$ cat config.mk
export PLATFORM = sky130hd
export DESIGN_NAME = hmlp_queue
export DESIGN_NICKNAME = d
export VERILOG_FILES = /design/src/hmlp_queue.sv
export SDC_FILE = /design/constraint.sdc
export NUM_CORES = 1
export LEC_CHECK = 0
export BUFFER_PORTS_ARGS = -buffer_cell sky130_fd_sc_hd__buf_2
export CORE_MARGIN = 5
export CORE_UTILIZATION = 48
export CTS_CLUSTER_DIAMETER = 200
export DETAILED_ROUTE_END_ITERATION = 6
export PLACE_DENSITY = 0.72
export SLEW_MARGIN = 0
export SYNTH_ARGS = -nofsm -noshare
export SYNTH_HDL_FRONTEND = slang
export SYNTH_SLANG_ARGS = --single-unit
$ cat constraint.sdc
create_clock -name clk -period 2.1 [get_ports clk]
set_clock_uncertainty 0.1 [all_clocks]
set_input_delay 0.105 -clock clk [delete_from_list [all_inputs] [get_ports clk]]
set_output_delay 0.105 -clock clk [all_outputs]
set_load 0.02 [all_outputs]
$ cat src/hmlp_queue.sv
// Two-entry queue between the hashing front and the probe engine.
`timescale 1ns / 1ps

module hmlp_queue #(
    parameter int WIDTH = 8
) (
    input  logic             clk,
    input  logic             rst_n,
    input  logic             push_valid,
    output logic             push_ready,
    input  logic [WIDTH-1:0] push_data,
    output logic             pop_valid,
    input  logic             pop_ready,
    output logic [WIDTH-1:0] pop_data
);

    logic [WIDTH-1:0] entry_reg [2];
    logic [1:0]       count_reg, count_next;
    logic             wr_ptr_reg, rd_ptr_reg;
    logic             do_push, do_pop;

    assign push_ready = (count_reg != 2'd2);
    assign pop_valid  = (count_reg != 2'd0);
    assign pop_data   = entry_reg[rd_ptr_reg];
    assign do_push    = push_valid && push_ready;
    assign do_pop     = pop_valid && pop_ready;

    always_comb
    begin
        count_next = count_reg;
        if (do_push && !do_pop)
        begin
            count_next = count_reg + 2'd1;
        end
        else if (do_pop && !do_push)
        begin
            count_next = count_reg - 2'd1;
        end
    end

    always_ff @(posedge clk or negedge rst_n)
    begin
        if (!rst_n)
        begin
            count_reg  <= 2'd0;
            wr_ptr_reg <= 1'b0;
            rd_ptr_reg <= 1'b0;
        end
        else
        begin
            count_reg <= count_next;
            if (do_push)
            begin
                wr_ptr_reg <= ~wr_ptr_reg;
            end
            if (do_pop)
            begin
                rd_ptr_reg <= ~rd_ptr_reg;
            end
        end
    end

    always_ff @(posedge clk)
    begin
        if (do_push)
        begin
            entry_reg[wr_ptr_reg] <= push_data;
        end
    end

    a_count_range: assert property (@(posedge clk) disable iff (!rst_n)
        count_reg != 2'd3)
        else $error("queue count out of range");

    a_ptr_gap: assert property (@(posedge clk) disable iff (!rst_n)
        (count_reg == 2'd0 || count_reg == 2'd2) |-> (wr_ptr_reg == rd_ptr_reg))
        else $error("queue pointers disagree with count");

endmodule

Word-level counts from Yosys, hierarchy flattened --
Memories as Yosys holds them, arrays and structs flattened. Cells that the tools add are included.
Operators by class: equal/unequal tests 1, add/subtract/negate cells 2, bitwise operators 2, mux-type cells 4, reduce and logical (&&, ||, !) cells 8
Operators by type and width (number):
- 1-bit logical AND | 4
- 2-bit two-way mux | 2
- 2-bit nonzero test | 2
- 2-bit by 1-bit adder with 2-bit output, second input constant | 1
- 1-bit zero test | 2
- 1-bit two-way mux | 2
- 2-bit inequality test, second input constant | 1
- 1-bit NOT | 2
- 2-bit by 1-bit subtractor with 2-bit output, second input constant | 1
Storage, ports and cells: memories kept 1, bits of input ports 12, flip-flop bits (word level) 4, RAM bits 16, logic and storage cells 21
Memory list:
- entry_reg | words 2, bits a word 8, rd ports 1, clocked after Yosys merged registers in 0, write ports 1, RTL line 17 | logic [WIDTH-1:0] entry_reg [2];

Longest topological paths before layout --
depth in word-level cells 6, gate-level depth with buffers 7, depth with buffers taken out 7

Worst setup path after synthesis --
Ideal clock, no wire load.
kind flip-flop to flip-flop, start point register count_reg[0], end point memory entry_reg[0][0] (enable), required time 1.630 ns, setup slack 0.585 ns, stages on the path, launching flop included 4, path buffers 0, arrival 1.045 ns, clock period less this slack 1.515 ns, cell sequence dfrtp_1 -> nand2b_4 -> nand2_1 -> nor2_1
Between the ends: longest elaborated chain between the ends 4
RTL lines:
- from (decl) | RTL line 18 | logic [1:0] count_reg, count_next;
- from (signal assigned) | RTL line 51 | count_reg <= count_next;
- 2-bit inequality test | RTL line 22 | assign push_ready = (count_reg != 2'd2);
- net push_ready | RTL line 10 | output logic push_ready,
- 1-bit logical AND | RTL line 25 | assign do_push = push_valid && push_ready;
- 1-bit two-way mux | RTL line 65 | if (do_push)
- 1-bit two-way mux (not written as such) | RTL line 67 | entry_reg[wr_ptr_reg] <= push_data;
- to (decl) | RTL line 17
The timed path passes the listed nets, and every way through them passes these cells.

Worst setup path after layout --
start point register rd_ptr_reg, end point output port pop_data[2]
Between the ends: longest elaborated chain between the ends 1
RTL lines:
- from (decl) | RTL line 19 | logic wr_ptr_reg, rd_ptr_reg;
- from (signal assigned) | RTL line 58 | rd_ptr_reg <= ~rd_ptr_reg;
- memory read 2 x 8 bit
- to (decl) | RTL line 14 | output logic [WIDTH-1:0] pop_data
No other way between the ends.

==> flow_summary.ini <==
[clocking]
ctsHtreeMaxLevel = 1
cts_resized = 0
ctsLongestPathBuffers = 2
cts_tree = done
clock_sink_count = 20
cts_root_buf = sky130_fd_sc_hd__clkbuf_4
tritoncts.num_buffers = 3
clkSlewWorstSetupHoldPaths_ns = 0.10
clock_latency_ns = 0.29
cts_setup_buffers = 0

[worst_setup_path]
cp_cell_sequence = mux2_2 > buf_2
standard_cell_with_the_maximum_stage_delay_on_the_critical_path = sky130_fd_sc_hd__dfrtp_1
rr_worst_depth = 7
critical_path.startpoint = rd_ptr_reg
cp_depth = 2
critPathMaxFanout = 9
worst-endpoint-arrival_ns = 1.41
crit_family = flip-flops
crit_type = reg2out
critical_path_required_ns = 1.89
r2r_start = count_reg[0]
setup.worst_path.start_class = flop
cp_num_buf_inv = 1
timing.critical_path.to_type = output port
max_stage_delay_ns = 0.58

[outcome]
outcome = finished, final reports clean

[timing]
finalHoldWorstSlack_ns = 0.0301
finalCritPeriodShare_pct = 76.9
setup_viol = 0
clock.fmax_ghz = 0.619
sum_neg_setup_slack_ns = 0
post-route-min-period_ns = 1.61
slew_viol_final = 0
timing.max_slew.rel_slack_pct = 74.7
setup_ws_ns = 0.486
rsz_0062_raised_after_global_routing = no
fin_hold_viols = 0
timing_worst_slew_pin_value_ns = 0.380

[floorplan]
fp.dieArea_mm2 = 0.00255
initial_core_util_pct = 51.6
io_pins = 22
die_y_extent_um = 50.5
std_cell_rows = 14
die_w_um = 50.5
fp.coreArea_mm2 = 0.00152

[grt]
grt_antenna_before_repair = 0
grt_use_total_pct = 12.1
grt_first_pass_wirelength_um = 2260
grt_start_max_net_pins = 12
grt_remaining_overflow = 0
grt_pass1_vias = 522

[place]
place_congestion = 0.711
port_buffers = 21
dp.final_hpwl_um = 945
detailedPlace.worstSlack_ns = 0.538
place.detailed.instances = 80

[worst_hold_path]
timing.hold.worst.class = in2reg
min_delay_path_depth = 3
worstHoldStart = push_valid

[power_and_ir_drop]
part_of_the_power_in_registers_pct = 46.5
power.leakage_nw = 0.436
vdd_drop_max_uv = 972
totalPowerFinal_w = 0.00138
cellInternalPower_w = 0.000912
comb_power_share_pct = 38.0
swShare_pct = 33.8
p_per_area_mw_per_mm2 = 1310
clock_power_share_pct = 15.6
switching_power_w = 0.000465

[synth]
synth.yosys.warnings = 0
post-synth-top-area-fraction_pct = 61.0
post_synth_num_cell_types = 14
postSynthAreaPerCell_um2 = 18.3
synth_sequential_area_ratio_pct = 73.8
netlist_instances = 43
synth_largest_area_cell = sky130_fd_sc_hd__edfxtp_1
syn-num-nets = 56
synth.area.top_cells = sky130_fd_sc_hd__edfxtp_1 61%, sky130_fd_sc_hd__dfrtp_1 13%, sky130_fd_sc_hd__mux2_2 11%
synthesized_flop_and_latch_total = 20
post_synth_instance_area_um2 = 787

[finish]
final_cell_mix = 21 x sky130_fd_sc_hd__buf_2, 16 x sky130_fd_sc_hd__edfxtp_1, 10 x sky130_fd_sc_hd__dlygate4sd3_1
flow.area_growth_from_synthesis_pct = 33.5
fillerInstances = 118
largest_reg_flops = 16
multi_input_gate_area_um2 = 198
most_common_cell_after_layout_fill_and_taps_aside = sky130_fd_sc_hd__buf_2
drive_above_1_share_pct = 47.4
layout.nets = 92
storage_element_area_um2 = 581
fin_cells = 94
num_antenna_cells = 0

[routing]
final_antenna_net_count = 0
drc = 0
wl_um = 1320
detailroute.via_count = 461
drt_iter0_markers = 4
routed_wire_length_per_instance_um = 14.1
detailedRoute.firstPassIterationCount = 2
post_drt_via_cell_ratio = 4.90

[job]
maxCapViolCount = 0
## cell type report
type                            count  area share (%)
Sequential cell                    20            55.2
Timing Repair Buffer               32            20.2
Multi-Input combinational cell     21            18.8
Clock buffer                        4            3.45
Tap cell                           16            1.90
Inverter                            1           0.357
## final timing paths
kind                                end  slack [ns]
max in group asynchronous  count_reg[1]        1.74
hold / removal               wr_ptr_reg        0.03
setup reg to reg           count_reg[1]        0.53
min in group asynchronous    rd_ptr_reg        0.04
setup / recovery            pop_data[2]        0.49
hold reg to reg              wr_ptr_reg        0.42
## cells by family after synthesis
| logic type | count (synthesis) | share of synthesized area (%) |
|---|---|---|
| multiplexers | 8 | 11.4 |
| AND/OR/NAND/NOR | 7 | 6.52 |
| XOR/XNOR | 5 | 5.57 |
| flip-flops | 20 | 73.8 |
| buffers and inverters | 2 | 1.11 |
| adder cells (fa/ha/maj) | 1 | 1.59 |
## metrics by stage
stage / utilization [%] / area (µm²)
after floorplan: - / 787
after global placement: 60.0 / 915
after detailed placement: 60.0 / 915
after CTS: 69.0 / 1050
after global routing: 69.0 / 1050
final: 69.0 / 1050
## layer usage
metal	vias to the layer above	global-route usage [%]	share of wire, %
met5	-	0	0
met2	13	21.5	55
li1	226	-	-
met3	2	2.96	5.2
met1	220	12.5	38
met4	0	7.66	1.4
## timing repair
item,4_1_cts,5_1_grt
hold buffers,10,0
hold endpoints to repair,21,0
endpoints found under the setup margin,0,0
## Yosys cell counts, drive strengths merged
cell type and n:
xor2 2, or2 1, and3 1, buf 1, nand2b 1, ha 1
mux2 8, inv 1, dfrtp 4, edfxtp 16, nand2 2, xnor2 3
nor2 2
## power by group through the flow
stage | clock, W | combinational (W) | sequential [W]
2_1_floorplan | 0 | 0.000414 | 0.000603
3_3_place_gp | 0 | 0.000508 | 0.000646
3_5_place_dp | 0 | 0.000516 | 0.000652
4_1_cts | 0.000221 | 0.000533 | 0.000644
5_1_grt | 0.000244 | 0.000569 | 0.000658
6_report | 0.000214 | 0.000523 | 0.000640
## tightest hold or removal path, stage by stage
cell	delay [ns]
sky130_fd_sc_hd__buf_2	0.10
sky130_fd_sc_hd__nand2_1	0.10
sky130_fd_sc_hd__xnor2_1	0.08
Power figures use the tool's default switching activity.
