`config.mk`:
```
export PLATFORM = sky130hd
export DESIGN_NAME = hmlp_front_flat
export DESIGN_NICKNAME = d
export VERILOG_FILES = /design/src/hmlp_pkg.sv /design/src/hmlp_req_if.sv /design/src/hmlp_front.sv /design/src/flat_wrapper.sv
export SDC_FILE = /design/constraint.sdc
export NUM_CORES = 1
export LEC_CHECK = 0
export BUFFER_PORTS_ARGS = -buffer_cell sky130_fd_sc_hd__buf_2
export CAP_MARGIN = 0
export CORE_ASPECT_RATIO = 0.75
export CORE_UTILIZATION = 60
export DETAILED_ROUTE_END_ITERATION = 10
export HOLD_SLACK_MARGIN = 0.05
export PLACE_DENSITY = 0.87
export SETUP_SLACK_MARGIN = 0.05
export SYNTH_ARGS = -nofsm -noshare
export SYNTH_HDL_FRONTEND = slang
export SYNTH_SLANG_ARGS = --single-unit
```
`constraint.sdc`:
```
create_clock -name clk -period 6.2 [get_ports clk]
set_input_delay 1.55 -clock clk [delete_from_list [all_inputs] [get_ports clk]]
set_output_delay 1.55 -clock clk [all_outputs]
set_load 0.02 [all_outputs]
```
`src/hmlp_pkg.sv`:
```
// Shared types and constants for the linear-probe name table.
`timescale 1ns / 1ps

package hmlp_pkg;

    localparam int KEY_W      = 64;
    localparam int ID_W       = 15;
    localparam int STATUS_W   = 2;
    localparam int SLOT_OUT_W = 6;
    localparam int HASH_W     = 32;

    localparam logic OP_LOOKUP = 1'b0;
    localparam logic OP_INSERT = 1'b1;

    localparam logic [STATUS_W-1:0] ST_FOUND = 2'd0;
    localparam logic [STATUS_W-1:0] ST_MISS  = 2'd1;
    localparam logic [STATUS_W-1:0] ST_NEW   = 2'd2;
    localparam logic [STATUS_W-1:0] ST_FULL  = 2'd3;

    // Request as handed from the front to the probe engine (key already cut).
    typedef struct packed {
        logic            op;
        logic [KEY_W-1:0] key;
        logic [ID_W-1:0]  tid;
    } req_t;

endpackage

```
`src/hmlp_req_if.sv`:
```
// Request channel: opcode, name key and id with valid/ready.
`timescale 1ns / 1ps

interface hmlp_req_if;
    logic                       valid;
    logic                       ready;
    logic                       opcode;
    logic [hmlp_pkg::KEY_W-1:0] key_bytes;
    logic [hmlp_pkg::ID_W-1:0]  task_id;

    modport source (output valid, output opcode, output key_bytes, output task_id,
                    input ready);
    modport sink   (input valid, input opcode, input key_bytes, input task_id,
                    output ready);
endinterface

```
`src/hmlp_front.sv`:
```
// Front end: accepts requests, cuts the key, hashes it and reduces to a home slot.
`timescale 1ns / 1ps

module hmlp_front #(
    parameter int TABLE_SLOTS = 64,
    parameter int NAME_BYTES  = 8
) (
    input  logic                           clk,
    input  logic                           rst_n,
    hmlp_req_if.sink                       req,
    input  logic                           clear_done,
    output hmlp_pkg::req_t                 push_req,
    output logic [$clog2(TABLE_SLOTS)-1:0] push_home,
    output logic                           push_valid,
    input  logic                           push_ready
);

    localparam int SLOT_W    = $clog2(TABLE_SLOTS);
    localparam int MOD_BITS  = 8;
    localparam int MOD_STEPS = hmlp_pkg::HASH_W / MOD_BITS;
    localparam int STEP_W    = $clog2(MOD_STEPS);
    localparam logic [SLOT_W:0] SLOTS_C = TABLE_SLOTS[SLOT_W:0];
    localparam logic [STEP_W-1:0] LAST_STEP = STEP_W'(MOD_STEPS - 1);

    localparam logic [1:0] F_IDLE = 2'd0;
    localparam logic [1:0] F_HASH = 2'd1;
    localparam logic [1:0] F_MOD  = 2'd2;
    localparam logic [1:0] F_PUSH = 2'd3;

    logic [1:0]                      state_reg, state_next;
    hmlp_pkg::req_t                  req_reg, req_next;
    logic [3:0]                      len_reg, len_next;
    logic [3:0]                      idx_reg, idx_next;
    logic [hmlp_pkg::HASH_W-1:0]     hash_reg, hash_next;
    logic [SLOT_W-1:0]               rem_reg, rem_next;
    logic [STEP_W-1:0]               step_reg, step_next;

    logic [hmlp_pkg::KEY_W-1:0]      norm_key;
    logic [3:0]                      norm_len;
    logic [hmlp_pkg::HASH_W-1:0]     hash_step;
    logic [SLOT_W-1:0]               rem_step;
    logic                            accept;

    // Keep bytes up to the first zero byte, at most NAME_BYTES of them.
    always_comb
    begin
        logic keep;
        keep     = 1'b1;
        norm_key = '0;
        norm_len = '0;
        for (int n = 0; n < 8; n++)
        begin
            if (keep && (n < NAME_BYTES) && (req.key_bytes[n*8 +: 8] != 8'd0))
            begin
                norm_key[n*8 +: 8] = req.key_bytes[n*8 +: 8];
                norm_len           = 4'(n + 1);
            end
            else
            begin
                keep = 1'b0;
            end
        end
    end

    // h * 31 + byte, as (h << 5) - h
    assign hash_step = (hash_reg << 5) - hash_reg
                     + {24'd0, req_reg.key[{idx_reg[2:0], 3'b000} +: 8]};

    // Restoring reduction, MOD_BITS bits of the hash per cycle, msb first.
    always_comb
    begin
        logic [SLOT_W:0]   r2;
        logic [SLOT_W-1:0] r;
        r  = rem_reg;
        r2 = '0;
        for (int b = 0; b < MOD_BITS; b++)
        begin
            r2 = {r, hash_reg[hmlp_pkg::HASH_W-1-b]};
            if (r2 >= SLOTS_C)
            begin
                r2 = r2 - SLOTS_C;
            end
            r = r2[SLOT_W-1:0];
        end
        rem_step = r;
    end

    assign req.ready  = (state_reg == F_IDLE) && clear_done;
    assign accept     = req.valid && req.ready;
    assign push_valid = (state_reg == F_PUSH);
    assign push_req   = req_reg;
    assign push_home  = rem_reg;

    always_comb
    begin
        state_next = state_reg;
        req_next   = req_reg;
        len_next   = len_reg;
        idx_next   = idx_reg;
        hash_next  = hash_reg;
        rem_next   = rem_reg;
        step_next  = step_reg;
        case (state_reg)
            F_IDLE:
            begin
                if (accept)
                begin
                    req_next.op  = req.opcode;
                    req_next.key = norm_key;
                    req_next.tid = req.task_id;
                    len_next     = norm_len;
                    idx_next     = '0;
                    hash_next    = '0;
                    rem_next     = '0;
                    step_next    = '0;
                    state_next   = (norm_len == 4'd0) ? F_MOD : F_HASH;
                end
            end
            F_HASH:
            begin
                hash_next = hash_step;
                idx_next  = idx_reg + 4'd1;
                if (idx_reg + 4'd1 == len_reg)
                begin
                    state_next = F_MOD;
                end
            end
            F_MOD:
            begin
                rem_next  = rem_step;
                hash_next = hash_reg << MOD_BITS;
                step_next = step_reg + STEP_W'(1);
                if (step_reg == LAST_STEP)
                begin
                    state_next = F_PUSH;
                end
            end
            F_PUSH:
            begin
                if (push_ready)
                begin
                    state_next = F_IDLE;
                end
            end
            default:
            begin
                state_next = F_IDLE;
            end
        endcase
    end

    always_ff @(posedge clk or negedge rst_n)
    begin
        if (!rst_n)
        begin
            state_reg <= F_IDLE;
        end
        else
        begin
            state_reg <= state_next;
        end
    end

    always_ff @(posedge clk)
    begin
        req_reg  <= req_next;
        len_reg  <= len_next;
        idx_reg  <= idx_next;
        hash_reg <= hash_next;
        rem_reg  <= rem_next;
        step_reg <= step_next;
    end

endmodule

```
`src/flat_wrapper.sv`:
```
// flat-port wrapper written by rule: the top's interface ports become plain ports
module hmlp_front_flat 
#(
    parameter int TABLE_SLOTS = 64,
    parameter int NAME_BYTES  = 8
)
  (clk, rst_n, clear_done, push_req, push_home, push_valid, push_ready, req_valid, req_opcode, req_key_bytes, req_task_id, req_ready);
  hmlp_req_if req_i ();
  input  logic clk;
  input  logic rst_n;
  input  logic clear_done;
  output hmlp_pkg::req_t push_req;
  output logic [$clog2(TABLE_SLOTS)-1:0] push_home;
  output logic push_valid;
  input  logic push_ready;
  input wire logic [$bits(req_i.valid)-1:0] req_valid;
  input wire logic [$bits(req_i.opcode)-1:0] req_opcode;
  input wire logic [$bits(req_i.key_bytes)-1:0] req_key_bytes;
  input wire logic [$bits(req_i.task_id)-1:0] req_task_id;
  output wire logic [$bits(req_i.ready)-1:0] req_ready;
  assign req_i.valid = req_valid;
  assign req_i.opcode = req_opcode;
  assign req_i.key_bytes = req_key_bytes;
  assign req_i.task_id = req_task_id;
  assign req_ready = req_i.ready;
  hmlp_front #(.TABLE_SLOTS(TABLE_SLOTS), .NAME_BYTES(NAME_BYTES)) u_core (.clk(clk), .rst_n(rst_n), .req(req_i), .clear_done(clear_done), .push_req(push_req), .push_home(push_home), .push_valid(push_valid), .push_ready(push_ready));
endmodule
```
## Word level (Yosys, flattened, before mapping)

Cells that the tools add are included.

- Muxes and demuxes: 37
- Shift-type cells: 1
- Add/sub/neg operators: 12
- Order comparisons: 8
- Reduce and logical (&&, ||, !) cells: 27
- Equality and inequality tests: 9

Operators with widths:

| cell | count |
|---|---|
| $pmux W32 S3 | 1 |
| $reduce_bool A8 Y1 | 8 |
| $shiftx A64 B7 Y8 | 1 |
| $ge A7 B7 Y1 const B | 8 |
| $mux W6 | 9 |
| $sub A6 B1 Y6 const B | 8 |
| $add A32 B8 Y32 | 1 |
| $mux W32 | 1 |
| $mux W4 | 8 |
| $sub A32 B32 Y32 | 1 |
| $mux W2 | 6 |
| $pmux W6 S2 | 1 |
| $logic_and A1 B1 Y1 | 9 |
| $mux W1 | 8 |
| $ne A2 B1 Y1 const B | 4 |
| $pmux W2 S4 | 1 |
| $pmux W4 S2 | 1 |
| $reduce_and A2 Y1 | 4 |
| $eq A2 B2 Y1 const B | 3 |
| $add A4 B1 Y4 const B | 1 |
| $eq A4 B4 Y1 | 1 |
| $logic_not A4 Y1 | 1 |
| $pmux W2 S2 | 1 |
| $reduce_and A4 Y1 | 1 |
| other kinds (5) | 6 |

- Register bits after elaboration: 130
- Word-level logic and storage cells: 110

## Logic depth before layout (Yosys ltp)

- Word-level depth: 20
- Mapped depth: 15

## Least setup slack after synthesis

No wires, ideal clock.

- Path type: in2reg
- Start: input port req_valid
- End: register u_core.rem_reg[0] (netlist: u_core.push_home[0]), enable pin
- Required time: 5.829 ns
- Setup time: 0.371 ns
- Path buffers: 0
- Slack: 1.724 ns
- Arrival time: 4.105 ns
- Stages on the path: 3
- Path through: and3_1 -> nor2_1 -> nor2_1

- Cells in the longest elaborated chain, start to end: 3

RTL lines:

| what | line | text |
|---|---|---|
| from (decl) | flat_wrapper.sv:16 | `input wire logic [$bits(req_i.valid)-1:0] req_valid;` |
| $logic_and A1 B1 Y1 | hmlp_front.sv:89 | `assign accept = req.valid && req.ready;` |
| $ne A2 B1 Y1 (no source line) | n/a |  |
| $reduce_and A2 Y1 (no source line) | n/a |  |
| to (signal assigned) | hmlp_front.sv:170 | `rem_reg <= rem_next;` |
| to (decl) | hmlp_front.sv:35 | `logic [SLOT_W-1:0] rem_reg, rem_next;` |

No other way between the ends.
A chain may end at the register's enable or synchronous reset.

## Final worst setup path

- Start: register u_core.idx_reg[0]
- End: register u_core.hash_reg[28] (netlist name) (data pin)

- Cells in the longest elaborated chain, start to end: 3

RTL lines:

| what | line | text |
|---|---|---|
| from (decl) | hmlp_front.sv:33 | `logic [3:0] idx_reg, idx_next;` |
| from (signal assigned) | hmlp_front.sv:168 | `idx_reg <= idx_next;` |
| $shiftx A64 B7 Y8 | hmlp_front.sv:67 | `+ {24'd0, req_reg.key[{idx_reg[2:0], 3'b000} +: 8]};` |
| $add A32 B8 Y32 | hmlp_front.sv:67 |  |
| $pmux W32 S3 | hmlp_front.sv:103 | `case (state_reg)` |
| named net u_core.hash_next (one bit) | hmlp_front.sv:34 | `logic [hmlp_pkg::HASH_W-1:0] hash_reg, hash_next;` |
| to (signal assigned) | hmlp_front.sv:169 | `hash_reg <= hash_next;` |
| to (decl) | hmlp_front.sv:34 |  |

The timed path passes the listed nets, and every way through them passes these cells.

==> summary by stage <==
Timing
Based on the critical path, the design can be clocked at up to ~240 MHz. Setup repair after global routing left no endpoint under its margin. The transition time at the pin with the least slew margin is roughly 1.1 ns. The final-report max-slew violation count is 0. The worst path setup slack after routing is 2.07 ns. The final hold slack is 0.566 ns. Setup total negative slack on the finished layout was measured at 0 ns. The minimum period implied by the final worst setup slack is about 4.1 ns. Headroom to the max-slew limit came out at roughly a quarter. The clock arrives with 0.0158 ns of skew. The hold violation total from the final report came to 0. The final count of negative-setup-slack endpoints is 0.

In the finished design, the share of the clock period the worst path needs comes to 66.6%.

Synthesis
The post-synthesis net count is 836. The most common cell in the synthesized netlist is edfxtp_1. The area share of the largest cell type after synthesis is 48.0%. Sorting the synthesized cells by area gives the leading types as edfxtp_1 48%, ha_1 9.8%, mux4_2 4.6%, and2_1 4.1%, and3_1 2.2%. The most used flip-flop cell after synthesis is edfxtp_1. The average instance in the mapped netlist occupies 11.5 sq um. For this run, asynchronously set or reset flops after synthesis account for approximately 1.6%. Synthesis produced 685 cells.

The top cell type by total area after synthesis is edfxtp_1. Yosys mapped the design onto 69 distinct sky130hd cell types. After synthesis the cells add up to 0.00788 sq mm. The sequential element share of the synthesized area is approximately 50%. The commonest cells after synthesis are 126 x edfxtp_1, 62 x ha_1, 52 x and2_1, 45 x inv_1, 45 x nand2_1. The synthesized design contains 128 register bits. The number of synthesis warnings is 0. The number of synthesized flops with an enable pin is 126.

Floorplanning
The core region is roughly 0.013 sq mm. The initial cell density of the core is 62.9%. In this run the core area contains 35 standard-cell rows. The overall die area is between 0.01 and 0.015 sq mm.

The die is 101 microns tall. The die is 134 microns wide. ~170 I/O pins were placed.

Critical path
Along the worst path, the maximum fanout reaches 20. The worst setup path is captured at a flip-flop. The worst setup path is launched from a flip-flop. The type of the setup path with the least slack is reg2reg. The worst path required time is between 6 and 7 ns. STA puts the critical path data arrival time at 4.29 ns.

Finish
The area growth from synthesis to layout is 20.3%. The post-layout instance count excluding filler cells is roughly 1.0k. The final antenna diode count is 0.

The final-layout fill cell count is about 800. The register with the most flip-flops in the layout has 80 of them. The layout cell share with drive strength beyond 1 is 28.3%. The final layout net count is roughly 1000. Once layout is complete, the utilization of the core stands at between 70% and 80%.

CTS
In this run, CTS created clock tree buffers numbering 17. The H-tree was split into 4 levels. Clock-pin slew was measured on the worst setup and hold paths at 0.06 ns. The later pin in the worst-skew pair is clocked with a latency of 0.43 ns. The number of buffers added to fix hold violations after cts is 0.

The TritonCTS sink count is roughly 130. TritonCTS built the clock tree. The cell sitting at the root of the clock tree is a clkbuf_16. The number of buffers added for setup after CTS is 0.

The total of cells resized after clock tree synthesis is 0. Counting along the longest clock path gives a buffer depth of 2.

GRT
The number of global-route vias before repair is 6188. The first global-routing pass estimated 35100 microns of wire. The initial antenna violation count is 0. The total overflow left after global routing is 0. The maximum number of pins on one net before global-route repair is 87. The total routing usage reported by global routing is 35.2%.

Detailed routing
Dividing the detail-routed wire length by the instance count gives about 22 microns. The first detailed-routing pass ran for 5 iterations. The detailed-route via count is 6579. The post-detailed-route DRC marker count is 0. In the routed layout, each cell is associated on average with a via count of 6.42. After the first detailed-routing iteration, the DRC count stood at 877. Once detail routing completed, the nets flagged for antenna violations numbered 0.

The overall routed net length is ~23000 microns.

Pwr
VDD sags by at most 0.426 mV. The leakage power of the design is 4.00 nW. The power per cell area is 675 mW/mm^2.

Placed design
Counting tap cells, the placed design contains a total of 995 instances. The final HPWL from detailed placement is approximately 17000 microns. The congestion estimate from routability-driven global placement came to 0.974. The count of buffers from port buffering is 172. At the placement stage, the worst setup path has a slack of 2.23 ns.

Outcome
The flow ran to the end, and the final reports show no timing, DRC or antenna violations.

Min path
The type of the most critical hold path is reg2reg.

Run
The number of max-cap violations is 0.
==> logic make-up (layout without fill, tap and decap cells) <==
family                     Yosys count  after routing  share of synthesized area, %
AOI/OAI and AO/OA                  124            124                          11.6
xor gates and xnor gates            18             18                          2.00
adders and majority gates           66             66                          10.9
buffers and inverters               76            250                          3.75
DFF                                128            128                          48.7
muxes                               31             31                          6.59
and+or+nand+nor                    242            242                          16.6
==> path summary, 6_finish.rpt <==
kind / startpoint / to / slack (ns) / cells after the start
setup / recovery: u_core.idx_reg[0]$_SDFFCE_PN0P_ / u_core.hash_reg[28]$_DFFE_PP_ / 2.07 / 11
hold / removal: u_core.hash_reg[27]$_DFFE_PP_ / u_core.push_home[3]$_SDFFCE_PN0P_ / 0.57 / 1
setup reg to reg: u_core.idx_reg[0]$_SDFFCE_PN0P_ / u_core.hash_reg[28]$_DFFE_PP_ / 2.07 / 11
hold reg to reg: u_core.hash_reg[27]$_DFFE_PP_ / u_core.push_home[3]$_SDFFCE_PN0P_ / 0.57 / 1
max in group asynchronous: rst_n / u_core.state_reg[0]$_DFFE_PN0P_ / 5.21 / 1
min in group asynchronous: rst_n / u_core.state_reg[1]$_DFFE_PN0P_ / 0.89 / 1
==> power by group <==
part	leakage [nW]	internal (mW)	switching [mW]
clock network	0.297	0.670	0.399
registers	1.23	1.27	0.204
logic	2.47	1.50	2.35
==> worst max-delay path, cell delays in order, from the launching register on <==
cell,delay [ns]
edfxtp_1,0.35
buf_4,0.35
mux4_2,0.60
mux2_2,0.32
fa_1,0.38
ha_1,0.24
a21oi_1,0.18
o21ai_1,0.11
a221o_1,0.50
a221oi_2,0.52
and3_4,0.25
nor3_1,0.05
==> placed cells by master, fill, tap and decap left out, types with 4 or more instances in the layout <==
cell type  instances
or4_1              8
and2_1            52
mux2i_1            8
mux2_2             7
clkbuf_16         17
nand2_1           45
buf_2            172
a32oi_1            4
fa_1               4
clkinv_4           5
o31ai_1            4
a211o_1            5
bufinv_16          4
nor4_1            12
a21o_1            10
a21oi_1           28
xnor2_1           11
o21ai_0           18
o21a_1             5
and3_1            27
nor3_1            16
a31oi_1            4
nor2_1            40
a211oi_1           7
inv_1             45
nand3_1            8
edfxtp_1         126
nor2b_1            9
ha_1              62
o211ai_1           6
nand4_1            5
xor2_1             7
mux4_2            16
or3_1              4
==> per-stage QoR <==
| step | cell area, sq um | total power [mW] |
|---|---|---|
| floorplan | 7880 | 4.26 |
| global placement | 8860 | 5.06 |
| detailed placement | 8860 | 5.14 |
| CTS | 9470 | 6.28 |
| global route | 9470 | 6.77 |
| finish | 9470 | 6.40 |
==> layer usage <==
| metal | vias up | wire, microns | GRT usage, % |
|---|---|---|---|
| met4 | 0 | 595 | 12.7 |
| li1 | 2914 | - | - |
| met1 | 3174 | 9330 | 49.3 |
| met2 | 433 | 10200 | 52.9 |
| met3 | 58 | 2720 | 10.1 |
| met5 | - | 0 | 0 |
==> cell type report <==
class / count / area [sq um] / area share (%)
flip-flops and latches: 128 / 3830 / 40.5
multi-input cells: 481 / 3770 / 39.8
repair buffers: 175 / 883 / 9.32
clock buffers: 17 / 425 / 4.49
well taps: 166 / 208 / 2.19
clock inverters: 13 / 189 / 1.99
inverters: 45 / 169 / 1.78
No activity file was read; power rests on OpenSTA's default activity.
